<file path="config.mk">
export PLATFORM = sky130hd
export DESIGN_NAME = generational_handle_table_unit
export DESIGN_NICKNAME = d
export VERILOG_FILES = /design/src/rtl/ght_pkg.sv /design/src/rtl/ght_table.sv /design/src/rtl/ght_entry_unit.sv /design/src/rtl/generational_handle_table_unit.sv
export SDC_FILE = /design/constraint.sdc
export NUM_CORES = 2
export LEC_CHECK = 0
export ABC_AREA = 1
export BUFFER_PORTS_ARGS = -buffer_cell sky130_fd_sc_hd__buf_2
export CAP_MARGIN = 10
export CORE_MARGIN = 8
export CORE_UTILIZATION = 40
export DETAILED_ROUTE_END_ITERATION = 16
export PLACE_DENSITY = 0.53
export SLEW_MARGIN = 20
export SYNTH_ARGS = -nofsm -noshare
export SYNTH_HDL_FRONTEND = slang
export SYNTH_MEMORY_MAX_BITS = 65536
export SYNTH_SLANG_ARGS = --single-unit
</file>
<file path="constraint.sdc">
create_clock -name clk -period 27.3 [get_ports clk]
set_clock_uncertainty 0.2 [all_clocks]
set_input_delay 0 -clock clk [delete_from_list [all_inputs] [get_ports clk]]
set_output_delay 0 -clock clk [all_outputs]
set_load 0.02 [all_outputs]
</file>
<file path="src/rtl/ght_pkg.sv">
// Package for the generational handle table: request and status codes, slot marks,
// and the result and evaluation structs that the table modules share.
// No dependencies.
`default_nettype none
package ght_pkg;
	localparam logic [3:0] REQ_CREATE     = 4'd0;
	localparam logic [3:0] REQ_DESTROY    = 4'd1;
	localparam logic [3:0] REQ_COMMIT     = 4'd2;
	localparam logic [3:0] REQ_QUERY      = 4'd3;
	localparam logic [3:0] REQ_ADD_COMPS  = 4'd4;
	localparam logic [3:0] REQ_REM_COMPS  = 4'd5;
	localparam logic [3:0] REQ_SET_TAGS   = 4'd6;
	localparam logic [3:0] REQ_ADD_TAG    = 4'd7;
	localparam logic [3:0] REQ_REM_TAG    = 4'd8;
	localparam logic [3:0] REQ_SCAN       = 4'd9;

	localparam logic [1:0] STAT_OK   = 2'd0;
	localparam logic [1:0] STAT_FULL = 2'd1;
	localparam logic [1:0] STAT_DEAD = 2'd2;
	localparam logic [1:0] STAT_NONE = 2'd3;

	localparam logic [2:0] MARK_CREATE  = 3'b001;
	localparam logic [2:0] MARK_ALIVE   = 3'b010;
	localparam logic [2:0] MARK_DESTROY = 3'b100;

	typedef struct packed {
		logic alive_pre;
		logic alive_post;
		logic match_post;
		logic recycle;
	} eval_flags_t;

	typedef struct packed {
		logic [1:0]  status;
		logic [5:0]  id;
		logic [15:0] version;
		logic        alive;
		logic        match;
		logic [5:0]  count;
		logic [31:0] owned;
		logic [15:0] tags;
		logic        last;
	} result_t;
endpackage
`default_nettype wire

</file>
<file path="src/rtl/ght_table.sv">
// Slot store and free-slot FIFO of the handle table, each with one write and one
// registered read port. Depends on nothing but its parameters.
`default_nettype none
module ght_table #(
	parameter int ENTRY_COUNT    = 64,
	parameter int COMPONENT_BITS = 32,
	parameter int TAG_BITS       = 16,
	parameter int VERSION_BITS   = 16,
	parameter int IW             = 6
) (
	input  wire                      clk,
	input  wire                      ent_we,
	input  wire  [IW-1:0]            ent_addr,
	input  wire  [VERSION_BITS-1:0]  ent_wver,
	input  wire  [2:0]               ent_wmarks,
	input  wire  [COMPONENT_BITS-1:0] ent_wown,
	input  wire  [TAG_BITS-1:0]      ent_wtags,
	output logic [VERSION_BITS-1:0]  ent_rver,
	output logic [2:0]               ent_rmarks,
	output logic [COMPONENT_BITS-1:0] ent_rown,
	output logic [TAG_BITS-1:0]      ent_rtags,
	input  wire                      fifo_we,
	input  wire  [IW-1:0]            fifo_waddr,
	input  wire  [IW-1:0]            fifo_wdata,
	input  wire  [IW-1:0]            fifo_raddr,
	output logic [IW-1:0]            fifo_rdata
);
	localparam int EW = VERSION_BITS + 3 + COMPONENT_BITS + TAG_BITS;

	logic [EW-1:0] ent_mem [ENTRY_COUNT];
	logic [IW-1:0] fifo_mem [ENTRY_COUNT];
	logic [EW-1:0] ent_rd_q;

	always_ff @(posedge clk) begin
		if (ent_we) begin
			ent_mem[ent_addr] <= {ent_wver, ent_wmarks, ent_wown, ent_wtags};
		end
		ent_rd_q <= ent_mem[ent_addr];
	end

	always_ff @(posedge clk) begin
		if (fifo_we) begin
			fifo_mem[fifo_waddr] <= fifo_wdata;
		end
		fifo_rdata <= fifo_mem[fifo_raddr];
	end

	assign {ent_rver, ent_rmarks, ent_rown, ent_rtags} = ent_rd_q;
endmodule
`default_nettype wire

</file>
<file path="src/rtl/ght_entry_unit.sv">
// Shared slot evaluation unit: liveness, match, next slot contents and owned count
// for every request kind. Depends on ght_pkg.
`default_nettype none
module ght_entry_unit #(
	parameter int COMPONENT_BITS = 32,
	parameter int TAG_BITS       = 16,
	parameter int VERSION_BITS   = 16,
	parameter int DISABLED_TAG   = 0
) (
	input  wire  [3:0]                req,
	input  wire                       own_handle,
	input  wire  [VERSION_BITS-1:0]   hver,
	input  wire  [COMPONENT_BITS-1:0] comps,
	input  wire  [TAG_BITS-1:0]       tags,
	input  wire  [3:0]                tidx,
	input  wire  [VERSION_BITS-1:0]   ver_in,
	input  wire  [2:0]                marks_in,
	input  wire  [COMPONENT_BITS-1:0] own_in,
	input  wire  [TAG_BITS-1:0]       tags_in,
	output logic [VERSION_BITS-1:0]   ver_out,
	output logic [2:0]                marks_out,
	output logic [COMPONENT_BITS-1:0] own_out,
	output logic [TAG_BITS-1:0]       tags_out,
	output logic [5:0]                count,
	output ght_pkg::eval_flags_t      flags
);
	localparam bit DIS_ON  = DISABLED_TAG < TAG_BITS;
	localparam int DIS_IDX = DIS_ON ? DISABLED_TAG : 0;
	localparam int PW      = $clog2(COMPONENT_BITS + 1);

	logic                    tidx_ok;
	logic [TAG_BITS-1:0]     tbit;
	logic [VERSION_BITS-1:0] hv_post;
	logic [PW-1:0]           pc;

	assign tidx_ok = 32'(tidx) < TAG_BITS;
	assign tbit    = TAG_BITS'(1) << tidx;

	always_comb begin
		ver_out   = ver_in;
		marks_out = marks_in;
		own_out   = own_in;
		tags_out  = tags_in;
		case (req)
			ght_pkg::REQ_CREATE: begin
				ver_out   = ver_in + VERSION_BITS'(1);
				marks_out = marks_in | ght_pkg::MARK_CREATE;
			end
			ght_pkg::REQ_DESTROY: marks_out = marks_in | ght_pkg::MARK_DESTROY;
			ght_pkg::REQ_COMMIT: begin
				if ((marks_in & ght_pkg::MARK_DESTROY) != 3'b0) begin
					marks_out = 3'b0;
					own_out   = '0;
					tags_out  = '0;
				end else if ((marks_in & ght_pkg::MARK_CREATE) != 3'b0) begin
					marks_out = ght_pkg::MARK_ALIVE;
				end
			end
			ght_pkg::REQ_ADD_COMPS: own_out = own_in | comps;
			ght_pkg::REQ_REM_COMPS: own_out = own_in & ~comps;
			ght_pkg::REQ_SET_TAGS:  tags_out = tags;
			ght_pkg::REQ_ADD_TAG:   if (tidx_ok) tags_out = tags_in | tbit;
			ght_pkg::REQ_REM_TAG:   if (tidx_ok) tags_out = tags_in & ~tbit;
			default: ;
		endcase
	end

	assign hv_post = own_handle ? ver_out : hver;

	assign flags.alive_pre = (ver_in == hver)
		&& ((marks_in & (ght_pkg::MARK_CREATE | ght_pkg::MARK_ALIVE)) != 3'b0)
		&& !(DIS_ON && tags_in[DIS_IDX]);
	assign flags.alive_post = (ver_out == hv_post)
		&& ((marks_out & (ght_pkg::MARK_CREATE | ght_pkg::MARK_ALIVE)) != 3'b0)
		&& !(DIS_ON && tags_out[DIS_IDX]);
	assign flags.match_post = flags.alive_post && ((comps & own_out) == comps)
		&& ((tags & tags_out) == tags);
	assign flags.recycle = (marks_in & ght_pkg::MARK_DESTROY) != 3'b0;

	always_comb begin
		pc = '0;
		for (int b = 0; b < COMPONENT_BITS; b++) begin
			pc = pc + PW'(own_out[b]);
		end
	end

	assign count = (32'(pc) > 63) ? 6'd63 : 6'(pc);
endmodule
`default_nettype wire

</file>
<file path="src/rtl/generational_handle_table_unit.sv">
// Generational handle table: a fresh create goes from request latch to evaluate and write, a
// recycled one first pops the free-slot FIFO and reads the slot; a destroy, query or edit runs
// request latch, slot read, evaluate and write, an unknown code goes to evaluate; commit and scan
// walk the used slots, a read and an evaluate each, through the single slot store read port,
// then a final step. in_stall is high from acceptance until the last result is registered.
`default_nettype none
module generational_handle_table_unit #(
	parameter int ENTRY_COUNT    = 64,
	parameter int COMPONENT_BITS = 32,
	parameter int TAG_BITS       = 16,
	parameter int VERSION_BITS   = 16,
	parameter int DISABLED_TAG   = 0
) (
	input  wire         clk,
	input  wire         arst_n,
	input  wire         in_valid,
	output logic        in_stall,
	input  wire  [3:0]  req_type,
	input  wire  [5:0]  entity_id,
	input  wire  [15:0] entity_version,
	input  wire  [31:0] component_mask,
	input  wire  [15:0] tag_mask,
	input  wire  [3:0]  tag_index,
	output logic        out_valid,
	input  wire         out_stall,
	output logic [1:0]  status,
	output logic [5:0]  out_id,
	output logic [15:0] out_version,
	output logic        is_alive,
	output logic        matches_res,
	output logic [5:0]  component_count,
	output logic [31:0] owned_components,
	output logic [15:0] tags_out,
	output logic        last
);
	localparam int IW = (ENTRY_COUNT > 1) ? $clog2(ENTRY_COUNT) : 1;
	localparam int CW = $clog2(ENTRY_COUNT + 1);

	typedef enum logic [6:0] {
		ST_IDLE     = 7'b0000001,
		ST_FIFO     = 7'b0000010,
		ST_READ     = 7'b0000100,
		ST_EXEC     = 7'b0001000,
		ST_SWEEP_RD = 7'b0010000,
		ST_SWEEP_EX = 7'b0100000,
		ST_FINAL    = 7'b1000000
	} state_t;

	state_t                    state_q;
	logic [3:0]                req_q;
	logic [5:0]                id_q;
	logic [VERSION_BITS-1:0]   hv_q;
	logic [COMPONENT_BITS-1:0] comps_q;
	logic [TAG_BITS-1:0]       tags_q;
	logic [3:0]                tidx_q;
	logic [IW-1:0]             addr_q;
	logic                      fresh_q;
	logic                      full_q;
	logic [CW-1:0]             used_q;
	logic [IW-1:0]             head_q;
	logic [CW-1:0]             fill_q;
	logic                      pend_valid_q;
	ght_pkg::result_t          pend_q;
	ght_pkg::result_t          out_q;
	logic                      out_valid_q;

	logic [VERSION_BITS-1:0]   rd_ver, ev_ver, nv;
	logic [2:0]                rd_marks, ev_marks, nm;
	logic [COMPONENT_BITS-1:0] rd_own, ev_own, no;
	logic [TAG_BITS-1:0]       rd_tags, ev_tags, nt;
	logic [5:0]                cnt;
	ght_pkg::eval_flags_t      flags;
	logic [IW-1:0]             fifo_rdata;
	logic [IW-1:0]             tail;
	logic [CW:0]               tail_sum;

	logic              out_free, emit, advance, ent_we, fifo_we, used_hit, last_idx;
	logic              is_single;
	ght_pkg::result_t  res, ok_res, scan_res;

	assign ev_ver   = fresh_q ? '1 : rd_ver;
	assign ev_marks = fresh_q ? 3'b0 : rd_marks;
	assign ev_own   = fresh_q ? '0 : rd_own;
	assign ev_tags  = fresh_q ? '0 : rd_tags;

	ght_entry_unit #(
		.COMPONENT_BITS(COMPONENT_BITS), .TAG_BITS(TAG_BITS),
		.VERSION_BITS(VERSION_BITS), .DISABLED_TAG(DISABLED_TAG)
	) u_eval (
		.req(req_q),
		.own_handle(req_q == ght_pkg::REQ_CREATE || req_q == ght_pkg::REQ_SCAN),
		.hver(hv_q), .comps(comps_q), .tags(tags_q), .tidx(tidx_q),
		.ver_in(ev_ver), .marks_in(ev_marks), .own_in(ev_own), .tags_in(ev_tags),
		.ver_out(nv), .marks_out(nm), .own_out(no), .tags_out(nt),
		.count(cnt), .flags(flags)
	);

	assign tail_sum = (CW + 1)'(head_q) + (CW + 1)'(fill_q);
	assign tail = (tail_sum >= (CW + 1)'(ENTRY_COUNT))
		? IW'(tail_sum - (CW + 1)'(ENTRY_COUNT)) : IW'(tail_sum);

	ght_table #(
		.ENTRY_COUNT(ENTRY_COUNT), .COMPONENT_BITS(COMPONENT_BITS),
		.TAG_BITS(TAG_BITS), .VERSION_BITS(VERSION_BITS), .IW(IW)
	) u_table (
		.clk(clk),
		.ent_we(ent_we), .ent_addr(addr_q),
		.ent_wver(nv), .ent_wmarks(nm), .ent_wown(no), .ent_wtags(nt),
		.ent_rver(rd_ver), .ent_rmarks(rd_marks), .ent_rown(rd_own), .ent_rtags(rd_tags),
		.fifo_we(fifo_we), .fifo_waddr(tail), .fifo_wdata(addr_q),
		.fifo_raddr(head_q), .fifo_rdata(fifo_rdata)
	);

	assign out_free  = !out_valid_q || !out_stall;
	assign used_hit  = (CW + 6)'(id_q) < (CW + 6)'(used_q);
	assign last_idx  = (CW'(addr_q) + CW'(1)) == used_q;
	assign is_single = req_q inside {ght_pkg::REQ_DESTROY, ght_pkg::REQ_QUERY,
		ght_pkg::REQ_ADD_COMPS, ght_pkg::REQ_REM_COMPS, ght_pkg::REQ_SET_TAGS,
		ght_pkg::REQ_ADD_TAG, ght_pkg::REQ_REM_TAG};

	always_comb begin
		ok_res.status  = ght_pkg::STAT_OK;
		ok_res.id      = 6'(addr_q);
		ok_res.version = 16'(nv);
		ok_res.alive   = flags.alive_post;
		ok_res.match   = flags.match_post;
		ok_res.count   = cnt;
		ok_res.owned   = 32'(no);
		ok_res.tags    = 16'(nt);
		ok_res.last    = 1'b1;
		scan_res       = ok_res;
		scan_res.last  = 1'b0;
	end

	always_comb begin
		emit    = 1'b0;
		advance = 1'b0;
		ent_we  = 1'b0;
		fifo_we = 1'b0;
		res     = '0;
		res.last = 1'b1;
		case (state_q)
			ST_EXEC: begin
				if (out_free) begin
					emit = 1'b1;
					if (req_q == ght_pkg::REQ_CREATE && !full_q) begin
						ent_we = 1'b1;
						res    = ok_res;
					end else if (req_q == ght_pkg::REQ_CREATE) begin
						res.status = ght_pkg::STAT_FULL;
					end else if (is_single && used_hit && flags.alive_pre) begin
						ent_we = 1'b1;
						res    = ok_res;
					end else if (is_single) begin
						res.status  = ght_pkg::STAT_DEAD;
						res.id      = id_q;
						res.version = used_hit ? 16'(rd_ver) : 16'd0;
					end else begin
						res.status = ght_pkg::STAT_NONE;
					end
				end
			end
			ST_SWEEP_EX: begin
				if (req_q == ght_pkg::REQ_COMMIT) begin
					ent_we  = 1'b1;
					fifo_we = flags.recycle && (fill_q < CW'(ENTRY_COUNT));
					advance = 1'b1;
				end else if (flags.match_post && pend_valid_q) begin
					if (out_free) begin
						emit    = 1'b1;
						res     = pend_q;
						advance = 1'b1;
					end
				end else begin
					advance = 1'b1;
				end
			end
			ST_FINAL: begin
				if (out_free) begin
					emit = 1'b1;
					if (req_q == ght_pkg::REQ_SCAN) begin
						if (pend_valid_q) begin
							res      = pend_q;
							res.last = 1'b1;
						end else begin
							res.status = ght_pkg::STAT_NONE;
						end
					end
				end
			end
			default: ;
		endcase
	end

	always_ff @(posedge clk or negedge arst_n) begin
		if (!arst_n) begin
			state_q      <= ST_IDLE;
			used_q       <= '0;
			head_q       <= '0;
			fill_q       <= '0;
			pend_valid_q <= 1'b0;
			out_valid_q  <= 1'b0;
			fresh_q      <= 1'b0;
			full_q       <= 1'b0;
		end else begin
			if (emit) begin
				out_valid_q <= 1'b1;
			end else if (!out_stall) begin
				out_valid_q <= 1'b0;
			end
			case (state_q)
				ST_IDLE: begin
					if (in_valid) begin
						fresh_q      <= 1'b0;
						full_q       <= 1'b0;
						pend_valid_q <= 1'b0;
						case (req_type)
							ght_pkg::REQ_CREATE: begin
								if (fill_q != '0) begin
									state_q <= ST_FIFO;
								end else if (used_q < CW'(ENTRY_COUNT)) begin
									fresh_q <= 1'b1;
									state_q <= ST_EXEC;
								end else begin
									full_q  <= 1'b1;
									state_q <= ST_EXEC;
								end
							end
							ght_pkg::REQ_COMMIT, ght_pkg::REQ_SCAN: begin
								state_q <= (used_q == '0) ? ST_FINAL : ST_SWEEP_RD;
							end
							ght_pkg::REQ_DESTROY, ght_pkg::REQ_QUERY,
							ght_pkg::REQ_ADD_COMPS, ght_pkg::REQ_REM_COMPS,
							ght_pkg::REQ_SET_TAGS, ght_pkg::REQ_ADD_TAG,
							ght_pkg::REQ_REM_TAG: state_q <= ST_READ;
							default: state_q <= ST_EXEC;
						endcase
					end
				end
				ST_FIFO: begin
					head_q  <= (head_q == IW'(ENTRY_COUNT - 1)) ? '0 : head_q + IW'(1);
					fill_q  <= fill_q - CW'(1);
					state_q <= ST_READ;
				end
				ST_READ: state_q <= ST_EXEC;
				ST_EXEC: begin
					if (emit) begin
						if (ent_we && fresh_q) begin
							used_q <= used_q + CW'(1);
						end
						state_q <= ST_IDLE;
					end
				end
				ST_SWEEP_RD: state_q <= ST_SWEEP_EX;
				ST_SWEEP_EX: begin
					if (advance) begin
						if (fifo_we) begin
							fill_q <= fill_q + CW'(1);
						end
						if (req_q == ght_pkg::REQ_SCAN && flags.match_post) begin
							pend_valid_q <= 1'b1;
						end
						state_q <= last_idx ? ST_FINAL : ST_SWEEP_RD;
					end
				end
				ST_FINAL: begin
					if (emit) begin
						state_q <= ST_IDLE;
					end
				end
				default: state_q <= ST_IDLE;
			endcase
		end
	end

	always_ff @(posedge clk) begin
		if (emit) begin
			out_q <= res;
		end
		case (state_q)
			ST_IDLE: begin
				if (in_valid) begin
					req_q   <= req_type;
					id_q    <= entity_id;
					hv_q    <= VERSION_BITS'(entity_version);
					comps_q <= COMPONENT_BITS'(component_mask);
					tags_q  <= TAG_BITS'(tag_mask);
					tidx_q  <= tag_index;
					if (req_type == ght_pkg::REQ_CREATE) begin
						addr_q <= IW'(used_q);
					end else if (req_type == ght_pkg::REQ_COMMIT
						|| req_type == ght_pkg::REQ_SCAN) begin
						addr_q <= '0;
					end else begin
						addr_q <= IW'(entity_id);
					end
				end
			end
			ST_FIFO: addr_q <= fifo_rdata;
			ST_SWEEP_EX: begin
				if (advance) begin
					if (flags.match_post) begin
						pend_q <= scan_res;
					end
					if (!last_idx) begin
						addr_q <= addr_q + IW'(1);
					end
				end
			end
			default: ;
		endcase
	end

	assign in_stall         = state_q != ST_IDLE;
	assign out_valid        = out_valid_q;
	assign status           = out_q.status;
	assign out_id           = out_q.id;
	assign out_version      = out_q.version;
	assign is_alive         = out_q.alive;
	assign matches_res      = out_q.match;
	assign component_count  = out_q.count;
	assign owned_components = out_q.owned;
	assign tags_out         = out_q.tags;
	assign last             = out_q.last;

	a_fill_le_used: assert property (@(posedge clk) disable iff (!arst_n)
		fill_q <= used_q)
		else $error("free list holds more slots than are in use");
	a_used_bound: assert property (@(posedge clk) disable iff (!arst_n)
		used_q <= CW'(ENTRY_COUNT))
		else $error("slot count beyond table size");
	a_busy_after_req: assert property (@(posedge clk) disable iff (!arst_n)
		(in_valid && !in_stall) |=> (state_q != ST_IDLE))
		else $error("request accepted without leaving idle");
	a_emit_blocked: assert property (@(posedge clk) disable iff (!arst_n)
		(out_valid_q && out_stall) |-> !emit)
		else $error("result overwrote a stalled result");
endmodule
`default_nettype wire
</file>
=== Word level (Yosys, flattened, before mapping) ===
Memory sizes are Yosys's and may differ from the RTL's. A register that Yosys moved wholly into a read port is not among the register bits.
Cells that the tools add are included.

* Register bits after elaboration: 273
* Input port bits: 82
* Memories kept: 2
* RAM bits: 4672
* Output and inout port bits: 83
* Word-level logic and storage cells: 245

* Order comparisons: 4
* Shifts and indexed selects: 1
* Muxes and demuxes: 80
* Add/sub/neg operators: 40
* Bitwise logic cells: 8
* Eq/ne operators: 39
* Reductions and logical operators: 41

{| class="wikitable"
|+ Memory list
! name !! words !! width !! rd ports !! clocked after Yosys merged registers in !! write ports !! line !! source
|-
| u_table.ent_mem || 64 || 67 || 1 || 1 || 1 || ght_table.sv:30 || <nowiki>logic [EW-1:0] ent_mem [ENTRY_COUNT];</nowiki>
|-
| u_table.fifo_mem || 64 || 6 || 1 || 1 || 1 || ght_table.sv:31 || <nowiki>logic [IW-1:0] fifo_mem [ENTRY_COUNT];</nowiki>
|}

{| class="wikitable"
|+ Operator list
! kind !! count
|-
| $mux 79 || 5
|-
| $mux 81 || 4
|-
| $pmux 81 s3 || 1
|-
| $add 6x1->6 || 30
|-
| $mux 16 || 6
|-
| $pmux 32 s3 || 1
|-
| $and 32x32->32 || 2
|-
| $mux 32 || 2
|-
| $pmux 16 s4 || 1
|-
| $mux 57 || 1
|-
| $mux 7 || 7
|-
| $eq 16x16->1 || 3
|-
| $mux 6 || 7
|-
| $pmux 7 s6 || 1
|-
| $and 16x16->16 || 2
|-
| $eq 32x32->1 || 1
|-
| $eq 4x3->1 const B || 8
|-
| $not 32->32 || 1
|-
| $or 32x32->32 || 1
|-
| $mux 1 || 29
|-
| $mux 24 || 1
|-
| $mux 22 || 1
|-
| $pmux 7 s3 || 1
|-
| $pmux 6 s3 || 1
|-
| other kinds (48) || 96
|}

=== Depth between registers and ports, before layout ===
* Word-level depth: 39
* Gate-level depth with buffers: 27
* Gate-level depth less buffers: 26

=== Cells and area by module ===
A second synthesis with hierarchy kept.

* Cells, all modules: 19394
* Area total of the unflattened synthesis: 209292.0 µm²

{| class="wikitable"
|+ Modules (own cells, without submodules)
! module !! area each (µm²) !! seq. area each (µm²) !! instances !! cells each
|-
| ght_table || 193246.6 || 141756.0 || 1 || 17499
|-
| generational_handle_table_unit || 11851.4 || 8044.0 || 1 || 1070
|-
| ght_entry_unit || 4194.0 || 0.0 || 1 || 825
|}

=== Worst setup path before layout ===
Ideal clock, no wire load.

* Kind: register to register
* Start: reg req_q[3]
* End: reg pend_q[10] in the netlist's numbering (enable)
* Data required time: 26493 ps
* Data arrival time: 8788 ps
* Path buffers: 0
* Cell stages (with the launch flop): 12
* Setup slack: 17705 ps
* Clock period less this slack: 9595 ps
* Setup time: 607 ps
* Path through: edfxtp_1 nor2_4 nand2_2 xor2_1 o21ai_0 nand2_1 nand4_1 nor2_1 nand3_1 nor2_2 nand2_1 nor3_1

* Word-level cells in the longest chain between the ends: 13
* Elaborated cells between the ends (all ways): 31
* Classes of those cells: eq/ne (11); mux (8); bitwise (2); reduce/logical (10)

{| class="wikitable"
|+ Ends and longest elaborated chain
! element !! line !! source
|-
| start: declaration || generational_handle_table_unit.sv:50 || <nowiki>logic [3:0] req_q;</nowiki>
|-
| start signal: assignment || generational_handle_table_unit.sv:283 || <nowiki>req_q <= req_type;</nowiki>
|-
| $logic_not 4->1 (*) || ght_entry_unit.sv:44 || <nowiki>case (req)</nowiki>
|-
| $mux 16 (*) || ght_entry_unit.sv:44 ||
|-
| via nv[0] || generational_handle_table_unit.sv:67 || <nowiki>logic [VERSION_BITS-1:0] rd_ver, ev_ver, nv;</nowiki>
|-
| $mux 16 || ght_entry_unit.sv:68 || <nowiki>assign hv_post = own_handle ? ver_out : hver;</nowiki>
|-
| $eq 16x16->1 (*) || ght_entry_unit.sv:73 || <nowiki>assign flags.alive_post = (ver_out == hv_post)</nowiki>
|-
| $logic_and 1x1->1 (*) || ght_entry_unit.sv:74 || <nowiki>&& ((marks_out & (ght_pkg::MARK_CREATE | ght_pkg::MARK_ALIVE)) != 3'b0)</nowiki>
|-
| $logic_and 1x1->1 (*) || ght_entry_unit.sv:75 || <nowiki>&& !(DIS_ON && tags_out[DIS_IDX]);</nowiki>
|-
| $logic_and 1x1->1 (*) || ght_entry_unit.sv:76 || <nowiki>assign flags.match_post = flags.alive_post && ((comps & own_out) == comps)</nowiki>
|-
| $logic_and 1x1->1 (*) || ght_entry_unit.sv:77 || <nowiki>&& ((tags & tags_out) == tags);</nowiki>
|-
| $logic_and 1x1->1 || generational_handle_table_unit.sv:168 || <nowiki>end else if (flags.match_post && pend_valid_q) begin</nowiki>
|-
| $mux 1 || generational_handle_table_unit.sv:168 ||
|-
| $mux 1 || generational_handle_table_unit.sv:164 || <nowiki>if (req_q == ght_pkg::REQ_COMMIT) begin</nowiki>
|-
| $mux 1 || generational_handle_table_unit.sv:142 || <nowiki>case (state_q)</nowiki>
|-
| $reduce_and 3->1 (no line) (*) || -- ||
|-
| end signal: assignment || generational_handle_table_unit.sv:303 || <nowiki>pend_q <= scan_res;</nowiki>
|-
| end: declaration || generational_handle_table_unit.sv:63 || <nowiki>ght_pkg::result_t pend_q;</nowiki>
|}

Mark *: on every way through the listed nets, which the timed path passes. The rest lies on a longest branch.
A chain may end at the register's enable or synchronous reset.

==> key figures <==
Global routing
  • First-pass GRT wire length: 920000 um
  • GR Layer Usage met3: 5.11%
  • Met1 GRT Util: 37.1%
  • Grt peak-use layer: met2
  • Largest net degree at the start of global routing: 114
  • Initial antenna violation count: 47
  • Met2 Use GR: 41.0%
  • Vias in the first global route: 113000
  • Overall Global Routing Usage: 26.4%
  • Total global routing overflow: 0

Floorplan
  • Core area: 470000 um^2
  • Initial core utilization: 40.0%
  • Die Ht: 702 um
  • Die area: 493000 um^2
  • Die X: 702 um
  • Ports: 165
  • Std cell rows: 252

Route
  • Initial DRC count: 17900
  • Via-to-Cell Ratio: 6.08
  • DRC viols: 0
  • Via count: 118000
  • Remaining antenna violation count: 0
  • Total wire length: 674000 um
  • Pre-Repair DR Iteration Count: 8
  • Per-cell routed wire length: 34.6 um

Synthesis
  • Cell taking the most area after synthesis: edfxtp_1
  • Ys flop type: edfxtp_1
  • Avg Cell Area, Syn: 15.4 um^2
  • Async SR Flop Fraction: 0.618%
  • Syn Std Cell Area: 188000 um^2
  • Post-synth EDFFs: 4914
  • Seq/Total Area, Yosys: 79.6%
  • Top post-synthesis cells by area: edfxtp_1, nand2_1, a22oi_1
  • Yosys cell types: 65
  • Yosys warns: 0
  • Syn Nets: 12300
  • Mapped Cells: 12200
  • Synth Register Bits: 5018
  • Post-synth top area share: 78.4%

STA
  • Final hold violation count: 0
  • Slew Limit Headroom: 11.1%
  • Setup-failing EPs final: 0
  • Fin crit share: 31.6%
  • Max Fclk: 116 MHz
  • Worst slew pin tran: 1330 ps
  • Tmin final: 8610 ps
  • Setup_tns: 0 ps
  • RSZ-0062 raised after global routing: false
  • Slew Viols, Final: 0

Clocking
  • Clock Root Buffer: clkbuf_16
  • Worst-skew pair later-pin latency: 1080 ps
  • Total CTS buffers: 535
  • Clk buf depth: 4
  • Post-cts resize count: 0
  • H-Tree Level Count: 6
  • TritonCTS clock tree: done
  • Clock-pin slew on the worst setup and hold paths: 60 ps
  • Clock sinks: 5018

Layout
  • Layout cell share with drive strength beyond 1: 11.1%
  • Area growth syn-to-layout: 15.4%
  • Filler instances: 40600
  • Area of the multi-input gates: 35100 um^2
  • Nets: 12900
  • Register area: 150000 um^2
  • Final instance area: 217000 um^2

Power
  • Worst VDD drop: 0.363 mV
  • Power density over cell area: 114 nW/um^2
  • Pleak: 71.2 nW

Place
  • Gp weighted congestion: 0.888
  • Area after DPL: 198000 um^2
  • Estimated wirelength of the detail-placed design: 368000 um
  • PortBufs: 164

Critical path
  • CP Class: flip-flop to flip-flop
  • Critical Path Slowest Stage Cell: nand2_1
  • Worst Path Arrival: 9210 ps
  • Crit path top cell by count: fa_1
  • Worst Setup Start Kind: flip-flop
  • Crit path capture type: flip-flop
  • Crit-path max cell delay: 790 ps
  • Max Fanout on Critical Path: 66
  • CP Data Required Time: 27890 ps
  • Cell Chain, Critical Path: buf_4, inv_2, nand2_1, nand3_4, nand2_1, o21ai_1, inv_1, buf_4, ha_1, inv_1, fa_1, inv_1, fa_1, fa_1, fa_1, fa_1, fa_1, fa_1, inv_1, fa_1, o221ai_1, xor2_1, a22o_1

Status
  • Status: completed

Min path
  • HP Class: primary input to flip-flop

Run
  • Maxcap violations: 0
## cell usage in the layout (no fill, tap or decap), types with 202 or more instances in the layout
cell type / n
dlygate4sd3_1: 202
a221oi_1: 523
buf_4: 356
nand3_1: 231
clkbuf_16: 543
nand2_1: 2289
edfxtp_1: 4914
nand4_1: 532
inv_1: 355
o21ai_0: 369
nor2_1: 450
a22o_1: 373
a22oi_1: 652
## repair_timing
item / 4_1_cts / 5_1_grt
hold buffers: 203 / 0
buffers inserted: 0 / 0
endpoints found under the hold margin: 244 / 0
## per-stage QoR
stage | total power [mW] | instances | util, % | hold WS (ps) | worst slack, ps
after floorplan | 14.2 | 12200 | - | -496 | 17700
after global placement | 17.6 | 18300 | 42.1 | -88.6 | 18580
after detailed placement | 17.5 | 18300 | 42.2 | -74.7 | 18730
after CTS | 24.6 | 19400 | 46.2 | 0.0868 | 18710
after global routing | 25.4 | 19500 | 46.2 | 52.0 | 18330
final | 24.7 | 19500 | 46.2 | 59.1 | 18690
## cells by family (layout without fill, tap and decap cells)
family,Yosys count,after routing,share of synthesized area [%]
AO/OA/AOI/OAI,2294,2294,9.03
AND/OR/NAND/NOR,3701,3701,8.43
multiplexers,1,1,0.00599
XOR/XNOR,54,54,0.251
flip-flops,5018,5018,79.6
other,0,11,0
adder cells (fa/ha/maj),54,54,0.463
buffers and inverters,1064,2105,2.19
## flip-flops by register name, indices dropped and copies added, names as in the netlist, 7 cells and up
register,cells
tags_out,16
used_q,7
u_table.ent_rd_q,67
pend_q,77
hv_q,16
state_q,7
u_table.fifo_mem,384
fill_q,7
u_table.ent_mem,4288
comps_q,32
tags_q,16
out_version,16
owned_components,32
## synthesized netlist by cell type (all sizes together), types with 5 or more instances
cell type / number
edfxtp: 4914
nand2: 2306
a22oi: 652
nor2: 535
nand4: 532
a221oi: 523
clkbuf: 508
o21ai: 412
inv: 389
a22o: 373
nand3: 237
buf: 160
a21oi: 129
dfxtp: 73
o22ai: 62
xor2: 49
o221ai: 43
or2: 35
a31oi: 32
dfrtp: 30
ha: 28
nor3: 28
fa: 26
nor4: 15
o211ai: 14
a211oi: 8
clkinv: 7
a31o: 6
nor3b: 5
o2111ai: 5
o21a: 5
xnor2: 5
## critical path: cells and delay by family (launching register included)
kind | cells | cell delay, ps
fa+ha+maj | 9 | 3990
simple gates | 3 | 1510
buf+inv | 7 | 1460
compound gates | 3 | 730
flops | 1 | 320
xor+xnor | 1 | 130
## area by class of cell
class | count | area share [%]
antenna | 11 | 0.0127
clock buffer | 675 | 6.53
clock inverter | 291 | 1.28
inverter | 396 | 0.694
multi-input combinational | 6104 | 16.2
sequential | 5018 | 69.0
tap | 6223 | 3.59
timing repair buffer | 743 | 2.73
## metal layers
layer	vias to the layer above	routed length [um]
li1	48400	-
met1	61400	271000
met2	7320	306000
met3	1196	69800
met4	22	27200
met5	-	145
## final timing paths
check,start,endpoint,slack [ps],depth (start not counted)
min in group asynchronous,arst_n,state_q[0]$_DFFE_PN1P_,530,5
hold / removal,entity_id[0],addr_q[0]$_DFFE_PP_,60,6
max in group asynchronous,arst_n,head_q[0]$_DFFE_PN0N_,26070,6
setup reg to reg,fresh_q$_DFFE_PN0P_,component_count[4]$_DFFE_PP_,18690,23
hold reg to reg,pend_q[21]$_DFFE_PP_,owned_components[4]$_DFFE_PP_,300,2
setup / recovery,fresh_q$_DFFE_PN0P_,component_count[4]$_DFFE_PP_,18690,23
## power by group
group / switching, mW / leakage [nW] / internal (mW)
logic: 5.59 / 17.4 / 1.87
clock network: 3.07 / 8.26 / 4.03
registers: 0.143 / 45.6 / 9.96
total: 8.81 / 71.2 / 15.9
Power figures use the tool's default switching activity.
